$ cat src/rtl/fpr_pkg.sv
`timescale 1ns / 1ps
// Shared constants and types for the frame pacer with rate meter.
// No dependencies; every other file depends on this package.
package fpr_pkg;

  localparam int TIME_BITS_DEF = 48;

  localparam int CFG_W     = 20;
  localparam int CFG_IDX_W = 2;
  localparam int SUM_W     = 32;
  localparam int COUNT_W   = 21;
  localparam int RATE_W    = 28;
  localparam int PROD_W    = COUNT_W + RATE_W;

  localparam logic [CFG_IDX_W-1:0] REG_TARGET_FPS    = CFG_IDX_W'(0);
  localparam logic [CFG_IDX_W-1:0] REG_TARGET_PERIOD = CFG_IDX_W'(1);

  localparam logic [CFG_W-1:0]   FPS_RESET     = CFG_W'(60);
  localparam logic [CFG_W-1:0]   PERIOD_RESET  = CFG_W'(16666);
  localparam logic [SUM_W-1:0]   SUM_MAX       = '1;
  localparam logic [COUNT_W-1:0] COUNT_MAX     = '1;
  localparam logic [RATE_W-1:0]  RATE_MAX      = '1;
  localparam logic [SUM_W-1:0]   ONE_SECOND_US = SUM_W'(1000000);
  localparam logic [RATE_W-1:0]  RATE_SCALE    = RATE_W'(256000000);

  typedef struct packed {
    logic [COUNT_W-1:0] count;
    logic [SUM_W-1:0]   sum;
  } fpr_rate_req_t;

endpackage

$ cat src/rtl/fpr_if.sv
`timescale 1ns / 1ps
// Channel interfaces: timestamp requests, pacing results, register writes.
// Depends on fpr_pkg.
interface fpr_in_if #(parameter int TIME_BITS = fpr_pkg::TIME_BITS_DEF) ();
  logic                 valid;
  logic                 ready;
  logic [TIME_BITS-1:0] now_us;
  logic [TIME_BITS-1:0] wake_limit_us;
  modport source (output valid, now_us, wake_limit_us, input ready);
  modport sink (input valid, now_us, wake_limit_us, output ready);
endinterface

interface fpr_out_if #(parameter int TIME_BITS = fpr_pkg::TIME_BITS_DEF) ();
  logic                        valid;
  logic                        ready;
  logic                        frame_due;
  logic                        rate_updated;
  logic [fpr_pkg::RATE_W-1:0]  measured_rate_q8;
  logic [TIME_BITS-1:0]        next_wake_us;
  modport source (output valid, frame_due, rate_updated, measured_rate_q8, next_wake_us,
                  input ready);
  modport sink (input valid, frame_due, rate_updated, measured_rate_q8, next_wake_us,
                output ready);
endinterface

interface fpr_cfg_if ();
  logic                          valid;
  logic                          ready;
  logic [fpr_pkg::CFG_IDX_W-1:0] index;
  logic [fpr_pkg::CFG_W-1:0]     data;
  modport source (output valid, index, data, input ready);
  modport sink (input valid, index, data, output ready);
endinterface

$ cat src/rtl/fpr_rate_unit.sv
`timescale 1ns / 1ps
// Rate computation: serial-parallel multiply count * 256e6, then a restoring
// divide by the elapsed sum, one quotient bit per cycle. Depends on fpr_pkg.
module fpr_rate_unit (
  input  logic                       clk,
  input  logic                       rst,
  input  logic                       start,
  input  fpr_pkg::fpr_rate_req_t     req,
  output logic                       done,
  output logic [fpr_pkg::RATE_W-1:0] rate
);
  import fpr_pkg::*;

  localparam int STEP_W    = $clog2(PROD_W);
  localparam int MUL_IDX_W = $clog2(RATE_W);

  typedef enum logic [1:0] {RU_IDLE, RU_MUL, RU_DIV} ru_state_t;

  ru_state_t          state;
  logic [STEP_W-1:0]  step;
  logic [COUNT_W-1:0] mcand;
  logic [COUNT_W-1:0] acc;
  logic [PROD_W-1:0]  prod;
  logic [SUM_W-1:0]   divisor;
  logic [SUM_W-1:0]   rem;
  logic [RATE_W-1:0]  quo;
  logic               ovf;

  logic [COUNT_W:0]   mul_sum;
  logic [SUM_W:0]     shifted;
  logic [SUM_W+1:0]   trial;
  logic               qbit;
  logic [RATE_W-1:0]  quo_next;
  logic               ovf_next;

  always_comb begin
    mul_sum  = {1'b0, acc} + (RATE_SCALE[step[MUL_IDX_W-1:0]] ? {1'b0, mcand} : '0);
    shifted  = {rem, prod[PROD_W-1]};
    trial    = {1'b0, shifted} - {2'b00, divisor};
    qbit     = ~trial[SUM_W+1];
    quo_next = {quo[RATE_W-2:0], qbit};
    ovf_next = ovf | quo[RATE_W-1];
  end

  always_ff @(posedge clk) begin
    if (rst) begin
      state <= RU_IDLE;
      done  <= 1'b0;
    end else begin
      done <= (state == RU_DIV) && (step == STEP_W'(PROD_W - 1));
      unique case (state)
        RU_IDLE: begin
          if (start) begin
            mcand   <= req.count;
            divisor <= req.sum;
            acc     <= '0;
            step    <= '0;
            state   <= RU_MUL;
          end
        end
        RU_MUL: begin
          acc <= mul_sum[COUNT_W:1];
          if (step == STEP_W'(RATE_W - 1)) begin
            prod  <= {mul_sum[COUNT_W:1], mul_sum[0], prod[PROD_W-1:COUNT_W+1]};
            rem   <= '0;
            quo   <= '0;
            ovf   <= 1'b0;
            step  <= '0;
            state <= RU_DIV;
          end else begin
            prod <= {mul_sum[0], prod[PROD_W-1:1]};
            step <= step + STEP_W'(1);
          end
        end
        RU_DIV: begin
          rem  <= qbit ? trial[SUM_W-1:0] : shifted[SUM_W-1:0];
          prod <= {prod[PROD_W-2:0], 1'b0};
          quo  <= quo_next;
          ovf  <= ovf_next;
          if (step == STEP_W'(PROD_W - 1)) begin
            rate  <= ovf_next ? RATE_MAX : quo_next;
            state <= RU_IDLE;
          end else begin
            step <= step + STEP_W'(1);
          end
        end
        default: state <= RU_IDLE;
      endcase
    end
  end

endmodule

$ cat src/rtl/frame_pacer_with_rate_meter.sv
`timescale 1ns / 1ps
// Frame pacer with rate meter, top level: bit-serial pacing datapath,
// register file and result register. Depends on fpr_pkg, fpr_if, fpr_rate_unit.
//
//  channel   modport  payload                                       
//  frames    sink     now_us, wake_limit_us                         
//  results   source   frame_due, rate_updated, measured_rate_q8, next_wake_us
//  cfg       sink     index, data (0 target_fps, 1 target_period_us)
//
// A request makes one serial pass over the time word, LSB first, then settles
// and loads the result. A request that closes the one-second window also runs
// the 28 multiply and 49 divide steps in the rate unit, which then hands the
// quotient back.
// Synchronous reset; no clearing pass. A new request is taken while a result
// waits; the block then stalls in result load until the result is taken.
module frame_pacer_with_rate_meter #(
  parameter int TIME_BITS = fpr_pkg::TIME_BITS_DEF
) (
  input logic       clk,
  input logic       rst,
  fpr_cfg_if.sink   cfg,
  fpr_in_if.sink    frames,
  fpr_out_if.source results
);
  import fpr_pkg::*;

  localparam int IDX_W = $clog2(TIME_BITS);
  localparam int CW    = IDX_W + 1;

  typedef enum logic [2:0] {ST_IDLE, ST_SHIFT, ST_SETTLE, ST_RATE, ST_EMIT} state_t;

  state_t               state;
  logic [IDX_W-1:0]     bit_idx;
  logic [CFG_W-1:0]     target_period;
  logic [TIME_BITS-1:0] last_frame_start;
  logic [SUM_W-1:0]     elapsed_sum;
  logic [COUNT_W-1:0]   frames_in_window;
  logic [RATE_W-1:0]    rate_value;

  logic [TIME_BITS-1:0] now_sr;
  logic [TIME_BITS-1:0] lim_sr;
  logic [TIME_BITS-1:0] wn_sr;
  logic [TIME_BITS-1:0] wl_sr;
  logic [SUM_W-1:0]     sum_new;
  logic                 sub_borrow;
  logic                 sum_carry;
  logic                 sum_ovf;
  logic                 wn_carry;
  logic                 wl_carry;
  logic                 ge_flag;
  logic                 ltn_flag;
  logic                 ltl_flag;
  logic                 due_r;
  logic                 upd_r;
  logic [TIME_BITS-1:0] wake_r;

  logic                 out_valid;
  logic                 out_due;
  logic                 out_upd;
  logic [RATE_W-1:0]    out_rate;
  logic [TIME_BITS-1:0] out_wake;

  // serial datapath bits
  logic [CW-1:0]        wide_idx;
  logic                 per_lo, sum_lo;
  logic                 a, b, p, s, l;
  logic                 e, borrow_next, r, carry_next;
  logic                 wn, wn_carry_next, wl, wl_carry_next;

  // settle
  logic [SUM_W-1:0]     sum_cand;
  logic [COUNT_W-1:0]   count_cand;
  logic                 rate_go;
  logic [TIME_BITS-1:0] wend;
  logic                 lt;
  logic [TIME_BITS-1:0] wake;
  logic                 emit_load;

  fpr_rate_req_t        rate_req;
  logic                 rate_start;
  logic                 rate_done;
  logic [RATE_W-1:0]    rate_q;

  always_comb begin
    wide_idx = CW'(bit_idx);
    per_lo   = wide_idx < CW'(CFG_W);
    sum_lo   = wide_idx < CW'(SUM_W);
    a = now_sr[0];
    b = last_frame_start[0];
    p = per_lo & target_period[0];
    s = sum_lo & elapsed_sum[0];
    l = lim_sr[0];

    e             = a ^ b ^ sub_borrow;
    borrow_next   = (~a & b) | (~(a ^ b) & sub_borrow);
    r             = s ^ e ^ sum_carry;
    carry_next    = (s & e) | (s & sum_carry) | (e & sum_carry);
    wn            = a ^ p ^ wn_carry;
    wn_carry_next = (a & p) | (a & wn_carry) | (p & wn_carry);
    wl            = b ^ p ^ wl_carry;
    wl_carry_next = (b & p) | (b & wl_carry) | (p & wl_carry);

    sum_cand   = (sum_ovf | sum_carry) ? SUM_MAX : sum_new;
    count_cand = (frames_in_window == COUNT_MAX) ? frames_in_window
                                                 : frames_in_window + COUNT_W'(1);
    rate_go    = ge_flag && (sum_cand >= ONE_SECOND_US);
    wend       = ge_flag ? wn_sr : wl_sr;
    lt         = ge_flag ? ltn_flag : ltl_flag;
    wake       = lt ? wend : lim_sr;
    emit_load  = (state == ST_EMIT) && (!out_valid || results.ready);

    rate_req.count = count_cand;
    rate_req.sum   = sum_cand;
    rate_start     = (state == ST_SETTLE) && rate_go;
  end

  fpr_rate_unit u_rate (
    .clk   (clk),
    .rst   (rst),
    .start (rate_start),
    .req   (rate_req),
    .done  (rate_done),
    .rate  (rate_q)
  );

  always_ff @(posedge clk) begin
    if (rst) begin
      state            <= ST_IDLE;
      out_valid        <= 1'b0;
      target_period    <= PERIOD_RESET;
      last_frame_start <= '0;
      elapsed_sum      <= '0;
      frames_in_window <= '0;
      rate_value       <= {FPS_RESET, 8'h00};
    end else begin
      out_valid <= emit_load || (out_valid && !results.ready);
      unique case (state)
        ST_IDLE: begin
          if (frames.valid) begin
            now_sr     <= frames.now_us;
            lim_sr     <= frames.wake_limit_us;
            bit_idx    <= '0;
            sub_borrow <= 1'b0;
            sum_carry  <= 1'b0;
            sum_ovf    <= 1'b0;
            wn_carry   <= 1'b0;
            wl_carry   <= 1'b0;
            ge_flag    <= 1'b1;
            ltn_flag   <= 1'b0;
            ltl_flag   <= 1'b0;
            state      <= ST_SHIFT;
          end
        end
        ST_SHIFT: begin
          now_sr           <= {a, now_sr[TIME_BITS-1:1]};
          lim_sr           <= {l, lim_sr[TIME_BITS-1:1]};
          last_frame_start <= {b, last_frame_start[TIME_BITS-1:1]};
          wn_sr            <= {wn, wn_sr[TIME_BITS-1:1]};
          wl_sr            <= {wl, wl_sr[TIME_BITS-1:1]};
          if (per_lo) begin
            target_period <= {target_period[0], target_period[CFG_W-1:1]};
          end
          if (sum_lo) begin
            elapsed_sum <= {elapsed_sum[0], elapsed_sum[SUM_W-1:1]};
            sum_new     <= {r, sum_new[SUM_W-1:1]};
          end else begin
            sum_ovf <= sum_ovf | r;
          end
          sub_borrow <= borrow_next;
          sum_carry  <= carry_next;
          wn_carry   <= wn_carry_next;
          wl_carry   <= wl_carry_next;
          if (e != p) begin
            ge_flag <= e;
          end
          if (wn != l) begin
            ltn_flag <= l;
          end
          if (wl != l) begin
            ltl_flag <= l;
          end
          if (bit_idx == IDX_W'(TIME_BITS - 1)) begin
            state <= ST_SETTLE;
          end else begin
            bit_idx <= bit_idx + IDX_W'(1);
          end
        end
        ST_SETTLE: begin
          due_r  <= ge_flag;
          upd_r  <= rate_go;
          wake_r <= wake;
          if (ge_flag) begin
            last_frame_start <= now_sr;
          end
          if (rate_go) begin
            elapsed_sum      <= '0;
            frames_in_window <= '0;
            state            <= ST_RATE;
          end else begin
            if (ge_flag) begin
              elapsed_sum      <= sum_cand;
              frames_in_window <= count_cand;
            end
            state <= ST_EMIT;
          end
        end
        ST_RATE: begin
          if (rate_done) begin
            rate_value <= rate_q;
            state      <= ST_EMIT;
          end
        end
        ST_EMIT: begin
          if (emit_load) begin
            out_due   <= due_r;
            out_upd   <= upd_r;
            out_rate  <= rate_value;
            out_wake  <= wake_r;
            state     <= ST_IDLE;
          end
        end
        default: state <= ST_IDLE;
      endcase
      if (cfg.valid) begin
        // target_fps only seeds the reported rate
        unique case (cfg.index)
          REG_TARGET_FPS: begin
            rate_value <= {cfg.data, 8'h00};
          end
          REG_TARGET_PERIOD: begin
            target_period <= cfg.data;
          end
          default: ;
        endcase
      end
    end
  end

  assign frames.ready             = (state == ST_IDLE);
  assign cfg.ready                = 1'b1;
  assign results.valid            = out_valid;
  assign results.frame_due        = out_due;
  assign results.rate_updated     = out_upd;
  assign results.measured_rate_q8 = out_rate;
  assign results.next_wake_us     = out_wake;

endmodule

$ cat src/flat_wrapper.sv
// flat-port wrapper written by rule: the top's interface ports become plain ports
module frame_pacer_with_rate_meter_flat import fpr_pkg::*;
#(
  parameter int TIME_BITS = fpr_pkg::TIME_BITS_DEF
)
  (clk, rst, cfg_valid, cfg_index, cfg_data, cfg_ready, frames_valid, frames_now_us, frames_wake_limit_us, frames_ready, results_valid, results_frame_due, results_rate_updated, results_measured_rate_q8, results_next_wake_us, results_ready);
  fpr_cfg_if cfg_i ();
  fpr_in_if #(.TIME_BITS(TIME_BITS)) frames_i ();
  fpr_out_if #(.TIME_BITS(TIME_BITS)) results_i ();
  input logic clk;
  input logic rst;
  input wire logic [$bits(cfg_i.valid)-1:0] cfg_valid;
  input wire logic [$bits(cfg_i.index)-1:0] cfg_index;
  input wire logic [$bits(cfg_i.data)-1:0] cfg_data;
  output wire logic [$bits(cfg_i.ready)-1:0] cfg_ready;
  input wire logic [$bits(frames_i.valid)-1:0] frames_valid;
  input wire logic [$bits(frames_i.now_us)-1:0] frames_now_us;
  input wire logic [$bits(frames_i.wake_limit_us)-1:0] frames_wake_limit_us;
  output wire logic [$bits(frames_i.ready)-1:0] frames_ready;
  output wire logic [$bits(results_i.valid)-1:0] results_valid;
  output wire logic [$bits(results_i.frame_due)-1:0] results_frame_due;
  output wire logic [$bits(results_i.rate_updated)-1:0] results_rate_updated;
  output wire logic [$bits(results_i.measured_rate_q8)-1:0] results_measured_rate_q8;
  output wire logic [$bits(results_i.next_wake_us)-1:0] results_next_wake_us;
  input wire logic [$bits(results_i.ready)-1:0] results_ready;
  assign cfg_i.valid = cfg_valid;
  assign cfg_i.index = cfg_index;
  assign cfg_i.data = cfg_data;
  assign cfg_ready = cfg_i.ready;
  assign frames_i.valid = frames_valid;
  assign frames_i.now_us = frames_now_us;
  assign frames_i.wake_limit_us = frames_wake_limit_us;
  assign frames_ready = frames_i.ready;
  assign results_valid = results_i.valid;
  assign results_frame_due = results_i.frame_due;
  assign results_rate_updated = results_i.rate_updated;
  assign results_measured_rate_q8 = results_i.measured_rate_q8;
  assign results_next_wake_us = results_i.next_wake_us;
  assign results_i.ready = results_ready;
  frame_pacer_with_rate_meter #(.TIME_BITS(TIME_BITS)) u_core (.clk(clk), .rst(rst), .cfg(cfg_i), .frames(frames_i), .results(results_i));
endmodule
$ cat config.mk
export PLATFORM = sky130hd
export DESIGN_NAME = frame_pacer_with_rate_meter_flat
export DESIGN_NICKNAME = d
export VERILOG_FILES = /design/src/rtl/fpr_pkg.sv /design/src/rtl/fpr_if.sv /design/src/rtl/fpr_rate_unit.sv /design/src/rtl/frame_pacer_with_rate_meter.sv /design/src/flat_wrapper.sv
export SDC_FILE = /design/constraint.sdc
export NUM_CORES = 1
export LEC_CHECK = 0
export BUFFER_PORTS_ARGS = -buffer_cell sky130_fd_sc_hd__buf_2
export CORE_MARGIN = 10
export CORE_UTILIZATION = 60
export CTS_CLUSTER_DIAMETER = 30
export DETAILED_ROUTE_END_ITERATION = 12
export GPL_ROUTABILITY_DRIVEN = 1
export PLACE_DENSITY = 0.84
export RECOVER_POWER = 100
export SLEW_MARGIN = 20
export SYNTH_ARGS = -nofsm -noshare
export SYNTH_HDL_FRONTEND = slang
export SYNTH_HIERARCHICAL = 1
export SYNTH_SLANG_ARGS = --single-unit
$ cat constraint.sdc
create_clock -name clk -period 10.3 [get_ports clk]
set_input_delay 1.03 -clock clk [delete_from_list [all_inputs] [get_ports clk]]
set_output_delay 1.03 -clock clk [all_outputs]
set_load 0.02 [all_outputs]
==> results.tsv, run 1 <==
metric	value	unit
finalSetupTns	0	ns
final_max_slew_viol_count	774	
fmax	152	MHz
worstSetupPathType	reg2reg	
vdd_ir_drop_max	0.000205	V
synth_async_sr_flop_share	0	%
power.leakage	14.2	nW
die_w	253	µm
min_period	6.57	ns
avgRoutedWirePerCell	20.1	µm
dp_hpwl	48.5	mm
startpoint_type	flop	
postCtsResizedCells	0	
drt-initial-drc-count	2311	
htree_levels	3	
status	complete, but fails checks	
wl	78.1	mm
gpl.final_weighted_congestion	0.952	
synth_area	32700	µm²
hold_path_class	reg2reg	
synth_area_leaders	edfxtp_1, dfxtp_1, nand2_1	
antenna_found_initial	1	
diodes	0	
clk_pin_slew	0.06	ns
die_h	253	µm
postCtsHoldBufs	0	
ys_types	83	
cp_data_arrival_time	6.82	ns
fill_cells	3438	
core-area	53900	µm²
root_buffer	clkbuf_16	
clock_latency	0.68	ns
layout-drive-gt1-share	12.1	%
track_usage	24.0	%
fin_crit_sh	63.8	%
clock-sinks	741	
ant_nets	0	
grt_max_degree	115	
final_nets	3273	
yosys_register_bits	741	
fp-row-count	85	
synth_top_area_share	53.7	%
yosysSeqAreaShare	63.3	%
clock_skew	0.0338	ns
worstPathMaxFanout	71	
ys_warn_count	6	
hold_viol_final	0	
synth_common_cells	nand2_1, edfxtp_1, nor2_1, dfxtp_1, o21ai_0	
grt_pass1_vias	23650	
start_util	60.6	%
setup_viol	0	
drt-pass1-iter-count	5	
die_area	64200	µm²
grt_overflow	0	
tightestPinTransition	4.77	ns
portBuffers	202	
synth_cells	2890	
maxCapViolCount	15	
vias	23435	
ios	204	
viasPerCell	6.04	
grt_pass1_wl	125	mm
grt_setup_unrepaired	false	
p_total	9.87	mW
synth_edf_count	584	
clockBufferDepth	3	
route.detailed.drc	0	
syn_avg_cell_area	11.3	µm²
powerDensity	259	nW/µm²
synth_top_area_cell	edfxtp_1	
synth_ff_type	edfxtp_1	
cts_setup_buffers	0	
relSlewSlack	-218	%
cts_tree	yes	
yosysMostFrequentCell	nand2_1	
cts_buffers	118	
area_delta_synth_final	16.5	%
violations	max-capacitance violations, max-slew violations	
synth_fp_nets	3080	
end_kind	flop	
cp.required	10.55	ns
[layout make-up]
class                           count  area [µm²]  share of cell area, %
Inverter                           71         268                  0.703
Clock inverter                     94        1050                   2.76
Sequential cell                   741       20700                   54.3
Timing Repair Buffer              233        1090                   2.86
Clock buffer                      130        3050                   8.00
Tap cell                          696         871                   2.29
Multi-Input combinational cell   1918       11100                   29.1
[sequential cells by signal, indices dropped and copies added, names as in the netlist, 28 cells and up, named ones only]
name / cells
u_core/lim_sr: 48
u_core/results.next_wake_us: 48
u_core/rate_value: 28
u_core/now_sr: 48
u_core/u_rate/divisor: 32
u_core/u_rate/rate: 28
u_core/last_frame_start: 48
u_core/sum_new: 32
u_core/wake_r: 48
u_core/u_rate/rem: 32
u_core/elapsed_sum: 32
u_core/wn_sr: 48
u_core/results.measured_rate_q8: 28
u_core/u_rate/quo: 28
u_core/u_rate/prod: 49
u_core/wl_sr: 48
[worst max-delay path, cell delays in order (launching register included)]
cell,delay (ns)
dfxtp_1,0.58
nor3b_1,0.28
clkbuf_1,2.15
nand2_1,1.21
nor2_1,0.55
nand2_1,0.18
a21oi_1,0.17
clkbuf_1,1.02
[through the flow]
| step | util, % | hold slack, ns | instances | setup slack (ns) | cell area [µm²] |
|---|---|---|---|---|---|
| floorplan | - | 0.400 | 2890 | 2.32 | 32700 |
| global placement | 63.5 | 0.402 | 3659 | 6.69 | 34300 |
| detailed placement | 63.5 | 0.405 | 3659 | 6.58 | 34300 |
| CTS | 71.1 | 0.411 | 3883 | 6.50 | 38400 |
| global route | 70.6 | 0.415 | 3883 | 3.17 | 38100 |
| finish | 70.6 | 0.408 | 3883 | 3.73 | 38100 |
[final timing paths]
kind | startpoint | endpoint | slack [ns] | cells after the start
max reg2reg | u_core/state[1] | u_core/u_rate/acc[1] | 3.73 | 7
min reg2reg | u_core/wake_r[36] | u_core/results.next_wake_us[36] | 0.41 | 0
min | u_core/wake_r[36] | u_core/results.next_wake_us[36] | 0.41 | 0
max | u_core/state[1] | u_core/u_rate/acc[1] | 3.73 | 7
[where the power goes]
group | total [mW] | internal (mW) | leakage (nW) | switching, mW
clock | 3.99 | 2.49 | 2.00 | 1.51
sequential | 4.08 | 3.82 | 6.64 | 0.259
combinational | 1.80 | 0.597 | 5.53 | 1.20
total | 9.87 | 6.91 | 14.2 | 2.97
[cell usage in the layout (no fill, tap or decap), types with 12 or more instances in the layout]
| cell type | count |
|---|---|
| or3_1 | 69 |
| a21oi_1 | 139 |
| a21o_1 | 22 |
| mux2i_1 | 116 |
| a211oi_1 | 29 |
| and2_1 | 31 |
| nand2b_1 | 18 |
| buf_4 | 15 |
| nor3_1 | 27 |
| nor4_1 | 12 |
| clkbuf_16 | 119 |
| inv_6 | 28 |
| xor2_1 | 27 |
| clkbuf_1 | 104 |
| ha_1 | 61 |
| edfxtp_1 | 584 |
| dfxtp_1 | 157 |
| o21ai_0 | 156 |
| a311oi_1 | 65 |
| a31oi_1 | 16 |
| and2_0 | 40 |
| nor2_1 | 167 |
| xnor2_1 | 43 |
| buf_2 | 121 |
| and3_1 | 15 |
| nand3_1 | 87 |
| clkinv_4 | 19 |
| nand4_1 | 12 |
| bufinv_16 | 12 |
| nand2_1 | 628 |
| clkinv_2 | 16 |
| inv_1 | 70 |
[routing by layer]
metal	up-vias	track usage, %	wire length [µm]
met1	11285	30.6	30800
met4	2	9.74	2800
met3	205	4.64	5670
met5	-	0	7
met2	1144	39.8	38800
li1	10799	-	-
[kinds of logic (layout without fill, tap and decap cells)]
family | after synthesis | after routing | share of synthesized area [%]
muxes | 117 | 117 | 3.58
DFF | 741 | 741 | 63.3
xor gates and xnor gates | 70 | 70 | 1.88
AOI/OAI and AO/OA | 491 | 491 | 9.52
other | 1 | 1 | 0.0115
buffers and inverters | 231 | 528 | 2.84
adders and majority gates | 67 | 67 | 2.70
and+or+nand+nor | 1172 | 1172 | 16.2
Power figures use the tool's default switching activity.
==> run 2: changes to the inputs <==
==> constraint.sdc (replaced) <==
create_clock -name clk -period 6.5 [get_ports clk]
set_input_delay 0.65 -clock clk [delete_from_list [all_inputs] [get_ports clk]]
set_output_delay 0.65 -clock clk [all_outputs]
set_load 0.02 [all_outputs]
==> results.tsv, run 2 (same netlist as run 1, synthesis figures left out) <==
metric	value	unit	change
layout-drive-gt1-share	12.2	%	+0.15 points
hold_viol_final	0		unchanged
dp.cells	3658		-0.027%
final_common_cell	nand2_1		
clock_latency	0.73	ns	+0.05 ns
die_w	253	µm	unchanged
relSlewSlack	-92.4	%	+130 points
fp-row-count	85		unchanged
grt_pass1_vias	23691		+0.17%
worstPathMaxFanout	29		-59%
largest_reg_flops	49		unchanged
fmax	204	MHz	+34%
maxCapViolCount	14		-1
min_period	4.91	ns	-1.67 ns
clock_skew	0.0377	ns	+0.00394 ns
die_h	253	µm	unchanged
status	complete, but fails checks		
end_kind	flop		
cts_tree	yes		
clock-sinks	741		unchanged
start_util	60.6	%	unchanged
track_usage	25.0	%	+0.98 points
vias	23992		+2.4%
viasPerCell	6.15		+1.9%
post-place-ws	2.97	ns	-3.61 ns
hold_path_class	in2reg		
power.leakage	14.4	nW	+1.7%
instances_no_fill	3900		+0.44%
grt_pass1_wl	128	mm	+2.2%
htree_levels	4		+1
setup_viol	0		unchanged
avgRoutedWirePerCell	21.2	µm	+5.5%
seqCellArea	20700	µm²	unchanged
dp_hpwl	48.8	mm	+0.75%
postCtsResizedCells	0		unchanged
route.detailed.drc	0		unchanged
area_delta_synth_final	18.1	%	
p_total	16.4	mW	+66%
cp_data_arrival_time	5.41	ns	-1.41 ns
grt_max_degree	108		-6.1%
drt-pass1-iter-count	5		unchanged
cts_buffers	131		+11%
ios	204		unchanged
clockBufferDepth	3		unchanged
violations	max-capacitance violations, max-slew violations		
cp.required	7.00	ns	-3.55 ns
powerDensity	425	nW/µm²	+64%
grt_setup_unrepaired	false		
fin_crit_sh	75.5	%	+12 points
final_nets	3286		+0.40%
finalWorstSetupSlack	1.59	ns	-2.13 ns
portBuffers	202		unchanged
drt-initial-drc-count	2692		+16%
diodes	0		unchanged
tightestPinTransition	2.89	ns	-1.89 ns
die_area	64200	µm²	unchanged
fill_cells	3292		-4.2%
wl	82.7	mm	+5.9%
worstSetupPathType	reg2reg		
ant_nets	0		unchanged
final_max_slew_viol_count	419		-46%
clk_pin_slew	0.06	ns	about the same
grt_overflow	0		unchanged
postCtsHoldBufs	0		unchanged
final_core_util	71.6	%	+0.94 points
regMostFlops	u_core/u_rate/prod		
root_buffer	clkbuf_16		
gpl.final_weighted_congestion	0.905		-4.9%
antenna_found_initial	1		unchanged
vdd_ir_drop_max	0.000403	V	+97%
most-common-layout-cells	nand2_1, edfxtp_1, nor2_1, dfxtp_1, o21ai_0		
multi_input_area	11100	µm²	-0.27%
cts_setup_buffers	0		unchanged
finalSetupTns	0	ns	unchanged
core-area	53900	µm²	unchanged
startpoint_type	flop		
==> run 2: cell types whose count changed in the layout (fill, tap and decap cells not counted), moves of 3 or more <==
cell,change
clkinv_4,-3
and2_0,-8
nor2_4,-3
clkbuf_16,+19
clkinv_1,+6
and2_1,+8
inv_6,-17
nor2_1,+3
==> run 2: path summary, 6_finish.rpt <==
| kind | endpoint | cells after the start | slack [ns] | start |
|---|---|---|---|---|
| setup / recovery | u_core/u_rate/rem[29] | 11 | 1.59 | u_core/u_rate/divisor[1] |
| hold / removal | u_core/rate_value[21] | 3 | 0.15 | cfg_data[13] |
| setup reg to reg | u_core/u_rate/rem[29] | 11 | 1.59 | u_core/u_rate/divisor[1] |
| hold reg to reg | u_core/results.next_wake_us[39] | 0 | 0.41 | u_core/wake_r[39] |
==> run 2: area by class of cell <==
type | count | area share, %
multi-input cells | 1918 | 28.6
flip-flops and latches | 741 | 53.6
clock buffers | 154 | 9.18
inverters | 71 | 0.697
repair buffers | 233 | 2.91
clock inverters | 87 | 2.74
well taps | 696 | 2.26
==> run 2: per-stage QoR <==
step                hold WS [ns]  area, µm²
floorplan                  0.400      32700
global route               0.157      38600
finish                     0.155      38600
global placement           0.402      34300
detailed placement         0.405      34300
CTS                        0.123      38900
==> run 2: report_power, final <==
part / switching (mW) / total [mW] / internal [mW]
logic: 1.98 / 2.88 / 0.897
clock network: 2.53 / 7.02 / 4.49
registers: 0.428 / 6.49 / 6.06
total: 4.94 / 16.4 / 11.5
==> run 2: critical path: stages, from the launching register on <==
cell and delay, ns:
edfxtp_1 0.42, inv_1 0.09, ha_1 0.23, nor2b_1 0.15, o31a_1 0.26, o21ai_0 0.32
a2111o_1 0.30, nand2_2 0.10, a21o_1 0.20, a21oi_1 2.16, nand3_1 0.27, o311ai_2 0.19
==> run 2: layer usage <==
| layer | GRT usage, % | part of all wire, % | up-vias |
|---|---|---|---|
| met5 | 0 | 0.016 | - |
| met4 | 10.4 | 3.2 | 2 |
| met3 | 5.71 | 8.1 | 230 |
| met2 | 40.7 | 50 | 1276 |
| met1 | 31.7 | 39 | 11654 |
| li1 | - | - | 10830 |
